[src/hw/rtl/brs_pkg.sv]
package brs_pkg;

	localparam int TICK_W = 10;
	localparam int MIN_W  = 8;
	localparam int ADDR_W = 4;
	localparam int DATA_W = 32;

	localparam logic [1:0] REG_SLEEP_WAIT = 2'd0;
	localparam logic [1:0] REG_SLEEP_HOLD = 2'd1;
	localparam logic [1:0] REG_MINUTE     = 2'd2;
	localparam logic [1:0] REG_DIS_MIN    = 2'd3;

	localparam logic [TICK_W-1:0] SLEEP_WAIT_RST = TICK_W'(600);
	localparam logic [TICK_W-1:0] SLEEP_HOLD_RST = TICK_W'(600);
	localparam logic [TICK_W-1:0] MINUTE_RST     = TICK_W'(600);
	localparam logic [MIN_W-1:0]  DIS_MIN_RST    = MIN_W'(5);

	typedef struct packed {
		logic charge;
		logic discharge;
		logic supply;
		logic fault_line;
	} relay_t;

endpackage

[src/hw/rtl/battery_relay_sequencer.sv]
// Channel   Handshake                 Beat contents
// cfg       psel/penable/pwrite       4 timer registers, APB, pready tied high
// in        in_valid/in_ready         one control tick: lock, error, charger, sleep flags
// out       out_valid/out_ready       charge/discharge/supply relay drives, fault line
//
// One beat per cycle sustained while out_ready is high; each result is registered.
// The counter update and relay decode are a single combinational pass into a
// two-entry output buffer, so input keeps flowing while one result is stalled.
// in_ready drops only when both output entries are full.
// Reset loads register defaults and clears counters and the output buffer.
module battery_relay_sequencer (
	input  logic                          clk,
	input  logic                          arst_n,
	input  logic                          psel,
	input  logic                          penable,
	input  logic                          pwrite,
	input  logic [brs_pkg::ADDR_W-1:0]    paddr,
	input  logic [brs_pkg::DATA_W-1:0]    pwdata,
	output logic [brs_pkg::DATA_W-1:0]    prdata,
	output logic                          pready,
	input  logic                          in_valid,
	output logic                          in_ready,
	input  logic                          over_temp_lock,
	input  logic                          over_charge_current_lock,
	input  logic                          cell_over_voltage_err,
	input  logic                          over_temp_err,
	input  logic                          over_charge_current_err,
	input  logic                          charger_low,
	input  logic                          sleep_request,
	input  logic                          system_fault,
	output logic                          out_valid,
	input  logic                          out_ready,
	output logic                          charge_relay_on,
	output logic                          discharge_relay_on,
	output logic                          supply_relay_on,
	output logic                          fault_line_on
);
	import brs_pkg::*;

	logic [TICK_W-1:0] sleep_wait_ticks_q;
	logic [TICK_W-1:0] sleep_hold_ticks_q;
	logic [TICK_W-1:0] minute_ticks_q;
	logic [MIN_W-1:0]  discharge_minutes_q;

	logic [TICK_W-1:0] sleep_wait_count_q, sleep_wait_count_d;
	logic [TICK_W-1:0] sleep_hold_count_q, sleep_hold_count_d;
	logic [TICK_W-1:0] minute_tick_count_q, minute_tick_count_d;
	logic [MIN_W-1:0]  discharge_minute_count_q, discharge_minute_count_d;

	relay_t res_d, head_q, skid_q;
	logic   head_vld_q, skid_vld_q;
	logic   push, pop, cfg_wr;
	logic   chg_ok;

	assign pready = 1'b1;
	assign cfg_wr = psel && penable && pwrite;

	always_comb begin
		unique case (paddr[ADDR_W-1:2])
			REG_SLEEP_WAIT: prdata = DATA_W'(sleep_wait_ticks_q);
			REG_SLEEP_HOLD: prdata = DATA_W'(sleep_hold_ticks_q);
			REG_MINUTE:     prdata = DATA_W'(minute_ticks_q);
			REG_DIS_MIN:    prdata = DATA_W'(discharge_minutes_q);
			default:        prdata = '0;
		endcase
	end

	always_ff @(posedge clk or negedge arst_n) begin
		if (!arst_n) begin
			sleep_wait_ticks_q  <= SLEEP_WAIT_RST;
			sleep_hold_ticks_q  <= SLEEP_HOLD_RST;
			minute_ticks_q      <= MINUTE_RST;
			discharge_minutes_q <= DIS_MIN_RST;
		end else if (cfg_wr) begin
			unique case (paddr[ADDR_W-1:2])
				REG_SLEEP_WAIT: sleep_wait_ticks_q  <= pwdata[TICK_W-1:0];
				REG_SLEEP_HOLD: sleep_hold_ticks_q  <= pwdata[TICK_W-1:0];
				REG_MINUTE:     minute_ticks_q      <= pwdata[TICK_W-1:0];
				REG_DIS_MIN:    discharge_minutes_q <= pwdata[MIN_W-1:0];
				default: ;
			endcase
		end
	end

	assign chg_ok = !(over_temp_lock || over_charge_current_lock || cell_over_voltage_err
		|| over_temp_err || over_charge_current_err);

	always_comb begin
		sleep_wait_count_d       = sleep_wait_count_q;
		sleep_hold_count_d       = sleep_hold_count_q;
		minute_tick_count_d      = minute_tick_count_q;
		discharge_minute_count_d = discharge_minute_count_q;
		res_d.charge     = chg_ok;
		res_d.discharge  = 1'b0;
		res_d.supply     = 1'b0;
		res_d.fault_line = !system_fault;
		if (!charger_low) begin
			minute_tick_count_d      = '0;
			discharge_minute_count_d = '0;
			if (sleep_request) begin
				if (sleep_wait_count_q < sleep_wait_ticks_q) begin
					sleep_wait_count_d = sleep_wait_count_q + 1'b1;
					res_d.supply       = 1'b1;
				end else begin
					sleep_wait_count_d = sleep_wait_ticks_q;
					if (sleep_hold_count_q < sleep_hold_ticks_q) begin
						sleep_hold_count_d = sleep_hold_count_q + 1'b1;
						res_d.supply       = 1'b1;
					end else begin
						sleep_hold_count_d = sleep_hold_ticks_q;
						res_d.charge       = 1'b0;
					end
				end
			end else begin
				res_d.supply       = 1'b1;
				sleep_wait_count_d = '0;
				sleep_hold_count_d = '0;
			end
		end else begin
			sleep_wait_count_d = '0;
			sleep_hold_count_d = '0;
			res_d.charge       = 1'b0;
			if (discharge_minute_count_q < discharge_minutes_q) begin
				res_d.discharge = 1'b1;
				res_d.supply    = 1'b1;
				if (minute_tick_count_q >= minute_ticks_q) begin
					discharge_minute_count_d = discharge_minute_count_q + 1'b1;
					minute_tick_count_d      = TICK_W'(1);
				end else begin
					minute_tick_count_d = minute_tick_count_q + 1'b1;
				end
			end else begin
				discharge_minute_count_d = discharge_minutes_q;
			end
		end
	end

	assign in_ready = !skid_vld_q;
	assign push     = in_valid && in_ready;
	assign pop      = head_vld_q && out_ready;

	always_ff @(posedge clk or negedge arst_n) begin
		if (!arst_n) begin
			sleep_wait_count_q       <= '0;
			sleep_hold_count_q       <= '0;
			minute_tick_count_q      <= '0;
			discharge_minute_count_q <= '0;
		end else if (push) begin
			sleep_wait_count_q       <= sleep_wait_count_d;
			sleep_hold_count_q       <= sleep_hold_count_d;
			minute_tick_count_q      <= minute_tick_count_d;
			discharge_minute_count_q <= discharge_minute_count_d;
		end
	end

	always_ff @(posedge clk or negedge arst_n) begin
		if (!arst_n) begin
			head_vld_q <= 1'b0;
			skid_vld_q <= 1'b0;
		end else if (pop || !head_vld_q) begin
			if (skid_vld_q) begin
				head_vld_q <= 1'b1;
				skid_vld_q <= 1'b0;
			end else begin
				head_vld_q <= push;
			end
		end else if (push) begin
			skid_vld_q <= 1'b1;
		end
	end

	always_ff @(posedge clk) begin
		if (pop || !head_vld_q) begin
			head_q <= skid_vld_q ? skid_q : res_d;
		end else if (push) begin
			skid_q <= res_d;
		end
	end

	assign out_valid          = head_vld_q;
	assign charge_relay_on    = head_q.charge;
	assign discharge_relay_on = head_q.discharge;
	assign supply_relay_on    = head_q.supply;
	assign fault_line_on      = head_q.fault_line;

endmodule
[config.mk]
export PLATFORM = sky130hd
export DESIGN_NAME = battery_relay_sequencer
export DESIGN_NICKNAME = d
export VERILOG_FILES = /design/src/hw/rtl/brs_pkg.sv /design/src/hw/rtl/battery_relay_sequencer.sv
export SDC_FILE = /design/constraint.sdc
export NUM_CORES = 1
export LEC_CHECK = 0
export BUFFER_PORTS_ARGS = -buffer_cell sky130_fd_sc_hd__buf_2
export CORE_MARGIN = 2
export CORE_UTILIZATION = 54
export CTS_CLUSTER_DIAMETER = 50
export CTS_CLUSTER_SIZE = 25
export DETAILED_ROUTE_END_ITERATION = 6
export GPL_TIMING_DRIVEN = 0
export PLACE_DENSITY = 0.73
export SYNTH_ARGS = -nofsm -noshare
export SYNTH_HDL_FRONTEND = slang
export SYNTH_SLANG_ARGS = --single-unit
export TNS_END_PERCENT = 5
[constraint.sdc]
create_clock -name clk -period 5.06 [get_ports clk]
set_clock_uncertainty 0.05 [all_clocks]
set_input_delay 0.253 -clock clk [delete_from_list [all_inputs] [get_ports clk]]
set_output_delay 0.253 -clock clk [all_outputs]
set_load 0.01 [all_outputs]
# == Word-level counts from Yosys, hierarchy flattened ==
# Index checks and enable logic that the tools add are counted.
# totals
ff_bits,86
latchBits,0
ram_bits,0
romBits,0
out_inout_bits,39
wordCells,84
n_memories,0
# op_classes
add_sub_neg,4
multipliers,0
div_mod_pow,0
order_cmp,4
n_eq_ne,6
n_shift,0
mux,28
bitwise,1
reduce_logical,23
# op_table
op,n
32-bit case mux with 4 select lines,1
10-bit two-way mux,10
10-bit by 1-bit adder with 10-bit output (second input constant),3
8-bit two-way mux,3
10-bit less-than comparator,2
2-bit AND reduction,8
1-bit two-way mux,12
10-bit greater-or-equal comparator,1
8-bit by 1-bit adder with 8-bit output (second input constant),1
8-bit less-than comparator,1
1-bit logical OR,5
2-bit == test (second input constant),2
1-bit logical AND,4
1-bit logical NOT,4
4-bit two-way mux,1
3-bit by 2-bit != test with 1-bit output (second input constant),1
3-bit != test (second input constant),1
2-bit by 1-bit == test with 1-bit output (second input constant),1
2-bit logical NOT,1
2-bit two-way mux,1
2-bit by 1-bit != test with 1-bit output (second input constant),1
2-bit nonzero test,1
1-bit inverter,1

# == Depth between registers and ports, before layout ==
# logic_depth
ltp_word,10
ltp_mapped,10

# == Least setup slack after synthesis ==
# No wires, ideal clock.
# synth_path
path_kind,flip-flop to flip-flop
from,reg minute_ticks_q[4]
to,reg discharge_minute_count_q[0]
setup_ns,0.126
arrival_ns,2.212
slack_ns,2.672
stages_incl_launch_ff,10
path_buffers,1
cell_sequence,dfstp_2 > inv_1 > ha_1 > a21oi_1 > a211oi_1 > a2111oi_4 > and2_1 > buf_2 > o31ai_1 > a221o_1
# synth_between
elab_chain_cells,3
# synth_rtl
item,line,source
from (decl),battery_relay_sequencer.sv:42,logic [TICK_W-1:0] minute_ticks_q;
from (signal assigned),battery_relay_sequencer.sv:78,REG_MINUTE: minute_ticks_q <= pwdata[TICK_W-1:0];
10-bit greater-or-equal comparator,battery_relay_sequencer.sv:126,if (minute_tick_count_q >= minute_ticks_q) begin
3-bit by 2-bit != test with 1-bit output (no line),-,
2-bit AND reduction (no line),-,
to (signal assigned),battery_relay_sequencer.sv:152,discharge_minute_count_q <= discharge_minute_count_d;
to (decl),battery_relay_sequencer.sv:48,"logic [MIN_W-1:0] discharge_minute_count_q, discharge_minute_count_d;"
# No other way between the ends.
# A chain may end at the register's enable or synchronous reset.

# == Worst setup path after layout ==
# layout_path
from,reg discharge_minutes_q[2]
to,reg minute_tick_count_q[5]
# layout_between
elab_chain_cells,3
# layout_rtl
item,line,source
from (decl),battery_relay_sequencer.sv:43,logic [MIN_W-1:0] discharge_minutes_q;
from (signal assigned),battery_relay_sequencer.sv:79,REG_DIS_MIN: discharge_minutes_q <= pwdata[MIN_W-1:0];
8-bit less-than comparator,battery_relay_sequencer.sv:123,if (discharge_minute_count_q < discharge_minutes_q) begin
2-bit by 1-bit != test with 1-bit output (no line),-,
2-bit AND reduction (no line),-,
to (signal assigned),battery_relay_sequencer.sv:151,minute_tick_count_q <= minute_tick_count_d;
to (decl),battery_relay_sequencer.sv:47,"logic [TICK_W-1:0] minute_tick_count_q, minute_tick_count_d;"
# No other way between the ends.

==> results by group <==
Critical path
  – Top Family by Delay on Critical Path: compound AO/OA/AOI/OAI gates
  – Critical Path AT: 3.02 ns
  – Register-to-Register Setup Slack: 2.27 ns
  – Buffer and inverter count on the worst path: 1
  – CP startpoint: discharge_minutes_q[2]$_DFFE_PN1P_
  – Max FO, Critical Path: 9
  – Worst Setup Start Kind: flop
  – Master of the slowest instance on the critical path: sky130_fd_sc_hd__dfstp_2
  – Launching point of the worst reg2reg path: discharge_minutes_q[2]$_DFFE_PN1P_
  – CP Capture Type: flop
  – Maximum single-stage delay on the critical path: 0.59 ns
  – WP data required: 5.30 ns
  – Sequence of cells on the critical path: inv_1 > ha_1 > a211oi_1 > o21ai_1 > a21oi_2 > nand4_4 > or4_1 > o211ai_1
  – Type of the setup path with the least slack: reg -> reg

Place
  – Placed Instance Area: 0.00605 mm^2
  – Detailed Place HPWL: 10,800 um
  – Count of placed standard cells including taps: 782
  – Total of buffers placed on input and output ports: 40
  – Routability Congestion: 0.872

Synthesis
  – Number of instances in the synthesized netlist: 584
  – Share of the synthesized area in the top cell type: 0.287
  – Flip-flop cell with the highest count after synthesis: sky130_fd_sc_hd__dfrtp_1
  – Number of warnings issued by yosys: 0
  – Part of the Yosys area used for sequential elements: 0.396
  – Flops & latches, synth: 86
  – Count of unique library cells instantiated by Yosys: 64
  – Post-synthesis instance area: 0.00557 mm^2
  – Top cells by area in the synthesized netlist: sky130_fd_sc_hd__dfrtp_1 29%, sky130_fd_sc_hd__ha_1 8.8%, sky130_fd_sc_hd__dfstp_2 6.6%, sky130_fd_sc_hd__nand2_1 4.7%, sky130_fd_sc_hd__edfxtp_1 4.3%
  – Syn avg cell area: 9.54 um^2
  – Leading cell type by number of instances after synthesis: sky130_fd_sc_hd__nand2_1
  – Post-synth top cells: 70 x sky130_fd_sc_hd__nand2_1, 64 x sky130_fd_sc_hd__dfrtp_1, 48 x sky130_fd_sc_hd__inv_1, 39 x sky130_fd_sc_hd__ha_1, 36 x sky130_fd_sc_hd__o21ai_0
  – Number of flops mapped to enable cells by yosys: 8
  – Largest area contributor in the synthesized netlist: sky130_fd_sc_hd__dfrtp_1
  – Post-synth ARST share: 0.907

Job
  – Number of maximum-capacitance constraint violations: 0

Floorplan
  – Area of the core region: 0.0102 mm^2
  – Area of the die: 0.0111 mm^2
  – Cell row count: 37
  – Vertical die dimension: 106 um
  – Effective utilization at floorplan: 0.547
  – Number of I/O pins: 90
  – Die span in x: 106 um

Min path
  – Hold crit path type: in -> reg
  – Origin of the worst min-delay path: in_valid

Clock tree
  – Maximum number of buffers from clock root to sink: 2
  – Cell chosen for the clock root: sky130_fd_sc_hd__clkbuf_8
  – Clock latency on the worst-skew pair: 0.36 ns
  – Clock Pin Slew Worst Setup and Hold Paths: 0.10 ns
  – CTS tree: built
  – Clock sinks: 86
  – H-tree depth: 3
  – Cts bufs inserted: 9
  – CTS resizes: 0

Global route
  – Remaining Overflow, GRT: 0
  – Overall global routing resource usage: 0.269
  – Wire length of the first global-routing pass: 23,400 um
  – Number of antenna violations at the first check in global routing: 0
  – Pin count of the biggest net entering global routing: 46
  – Number of global-route vias before repair: 4,660

Layout
  – Area delta synth->final: 12.4%
  – Multi-input gate area in the final layout: 0.00299 mm^2
  – Fraction of layout cells with a size suffix above 1: 0.211
  – Flip-flop and latch area: 0.00221 mm^2
  – Number of filler instances in the final layout: 854
  – Final cell area excluding filler cells: 0.00627 mm^2
  – Post-route insts no fill: 800
  – Diode count: 0
  – Layout Nets: 749

Timing
  – Setup TNS Final: 0 ns
  – Worst slew slack as a fraction of its limit: 0.484
  – Final period demand of the worst path: 2.79 ns
  – RSZ-0062 raised after global routing: no
  – Final hold violation count: 0
  – Part of the cycle the worst path needs: 0.550
  – # setup viols final: 0
  – Max Transition Viols Final: 0
  – Slew at the pin closest to its max-slew limit: 0.771 ns
  – Peak Freq: 359 MHz

Detailed routing
  – Routed Antenna Nets: 0
  – Detailed-routing iteration count for the pre-antenna-repair pass: 5
  – DRC marker count from the first detailed-route iteration: 386
  – Vias post-DR: 4,785
  – Wire per inst: 17.9 um
  – DRT Wirelength: 14,300 um
  – Number of vias per cell after detailed routing: 5.98
  – Drt drc: 0

Power and ir drop
  – Max IR drop VDD: 185 uV
  – Leakage power total: 2.91 nW
  – Cell Pwr Density: 346 mW/mm^2

Outcome
  – Status: finished, final reports clean
-- stage by stage --
stage                     setup slack [ns]  power [mW]   util  hold WS (ns)
after floorplan                       2.67        1.43      -       -0.0926
after global placement                2.35        1.62  0.591         0.435
after detailed placement              2.33        1.66  0.594         0.195
after CTS                             2.30        2.16  0.615        0.0749
after global routing                  2.14        2.30  0.615        0.0863
final                                 2.27        2.17  0.615        0.0805
-- worst reg2reg max path, stage by stage, from the launching register on --
cell                       delay [ns]
sky130_fd_sc_hd__dfstp_2         0.59
sky130_fd_sc_hd__inv_1           0.05
sky130_fd_sc_hd__ha_1            0.30
sky130_fd_sc_hd__a211oi_1        0.24
sky130_fd_sc_hd__o21ai_1         0.14
sky130_fd_sc_hd__a21oi_2         0.48
sky130_fd_sc_hd__nand4_4         0.24
sky130_fd_sc_hd__or4_1           0.53
sky130_fd_sc_hd__o211ai_1        0.10
-- path summary, 6_finish.rpt --
| kind | cells past startpoint | to |
|---|---|---|
| setup / recovery | 8 | minute_tick_count_q[5]$_DFFE_PN0P_ |
| hold / removal | 3 | out_valid$_DFFE_PN0N_ |
| setup reg to reg | 8 | minute_tick_count_q[5]$_DFFE_PN0P_ |
| hold reg to reg | 2 | minute_ticks_q[9]$_DFFE_PN1P_ |
| max in group asynchronous | 3 | sleep_hold_ticks_q[3]$_DFFE_PN1P_ |
| min in group asynchronous | 2 | sleep_wait_count_q[9]$_DFFE_PN0P_ |
-- registers in the layout, summed over array words and instances, names as in the netlist --
signal	flops
fault_line_on	1
sleep_hold_ticks_q	10
discharge_relay_on	1
discharge_minutes_q	8
sleep_wait_count_q	10
out_valid	1
skid_q	4
sleep_wait_ticks_q	10
charge_relay_on	1
minute_ticks_q	10
skid_vld_q	1
supply_relay_on	1
minute_tick_count_q	10
sleep_hold_count_q	10
discharge_minute_count_q	8
-- per-layer routing --
| metal | part of all wire | global-route usage | wire length (um) | vias to the layer above |
|---|---|---|---|---|
| li1 | - | - | - | 2222 |
| met1 | 0.44 | 0.377 | 6240 | 2320 |
| met2 | 0.47 | 0.424 | 6670 | 210 |
| met3 | 0.071 | 0.0383 | 1010 | 33 |
| met4 | 0.026 | 0.105 | 378 | 0 |
| met5 | 0 | 0 | 0 | - |
-- power breakdown --
| part | internal [mW] | total (mW) | leakage, nW | switching [mW] |
|---|---|---|---|---|
| registers | 0.839 | 0.975 | 1.06 | 0.136 |
| clock network | 0.233 | 0.505 | 0.0984 | 0.272 |
| logic | 0.286 | 0.691 | 1.75 | 0.404 |
| total | 1.36 | 2.17 | 2.91 | 0.812 |
-- cell type report --
| class | instances | area share |
|---|---|---|
| clock inverter | 6 | 0.0114 |
| inverter | 48 | 0.0288 |
| clock buffer | 10 | 0.0204 |
| multi-input combinational | 425 | 0.478 |
| sequential | 86 | 0.353 |
| buffer | 46 | 0.0427 |
| timing repair buffer | 43 | 0.0391 |
| tap | 136 | 0.0272 |
-- what timing repair did --
| item | 4_1_cts | 5_1_grt |
|---|---|---|
| buffers inserted | 0 | 0 |
| hold endpoints to repair | 31 | 0 |
| hold buffers | 1 | 0 |
-- kinds of logic after synthesis --
logic type / count (synthesis) / synth area share
compound gates: 127 / 0.155
xor+xnor: 3 / 0.00472
fa+ha+maj: 39 / 0.0876
buf+inv: 94 / 0.0804
flops: 86 / 0.396
mux: 49 / 0.111
other cells: 2 / 0.00135
simple gates: 184 / 0.163
-- layout by cell type, fill, tap and decap left out, types with 7 or more instances in the layout --
cell                         n
sky130_fd_sc_hd__ha_1       39
sky130_fd_sc_hd__buf_2      47
sky130_fd_sc_hd__mux2_2     21
sky130_fd_sc_hd__o31ai_1     9
sky130_fd_sc_hd__nor3_1     12
sky130_fd_sc_hd__clkbuf_8    9
sky130_fd_sc_hd__buf_4      24
sky130_fd_sc_hd__a21oi_1    16
sky130_fd_sc_hd__mux4_2      8
sky130_fd_sc_hd__o21ai_0    36
sky130_fd_sc_hd__edfxtp_1    8
sky130_fd_sc_hd__dfrtp_1    64
sky130_fd_sc_hd__nor2b_1     9
sky130_fd_sc_hd__conb_1     23
sky130_fd_sc_hd__o2bb2ai_1   7
sky130_fd_sc_hd__nor2_1     30
sky130_fd_sc_hd__inv_1      48
sky130_fd_sc_hd__nor4_1      7
sky130_fd_sc_hd__nand3_1    21
sky130_fd_sc_hd__dfstp_2    14
sky130_fd_sc_hd__clkbuf_1   14
sky130_fd_sc_hd__nand2_1    70
sky130_fd_sc_hd__mux2i_1    20
sky130_fd_sc_hd__o22ai_1    10
Note: power is estimated with default switching activity, not from simulation.
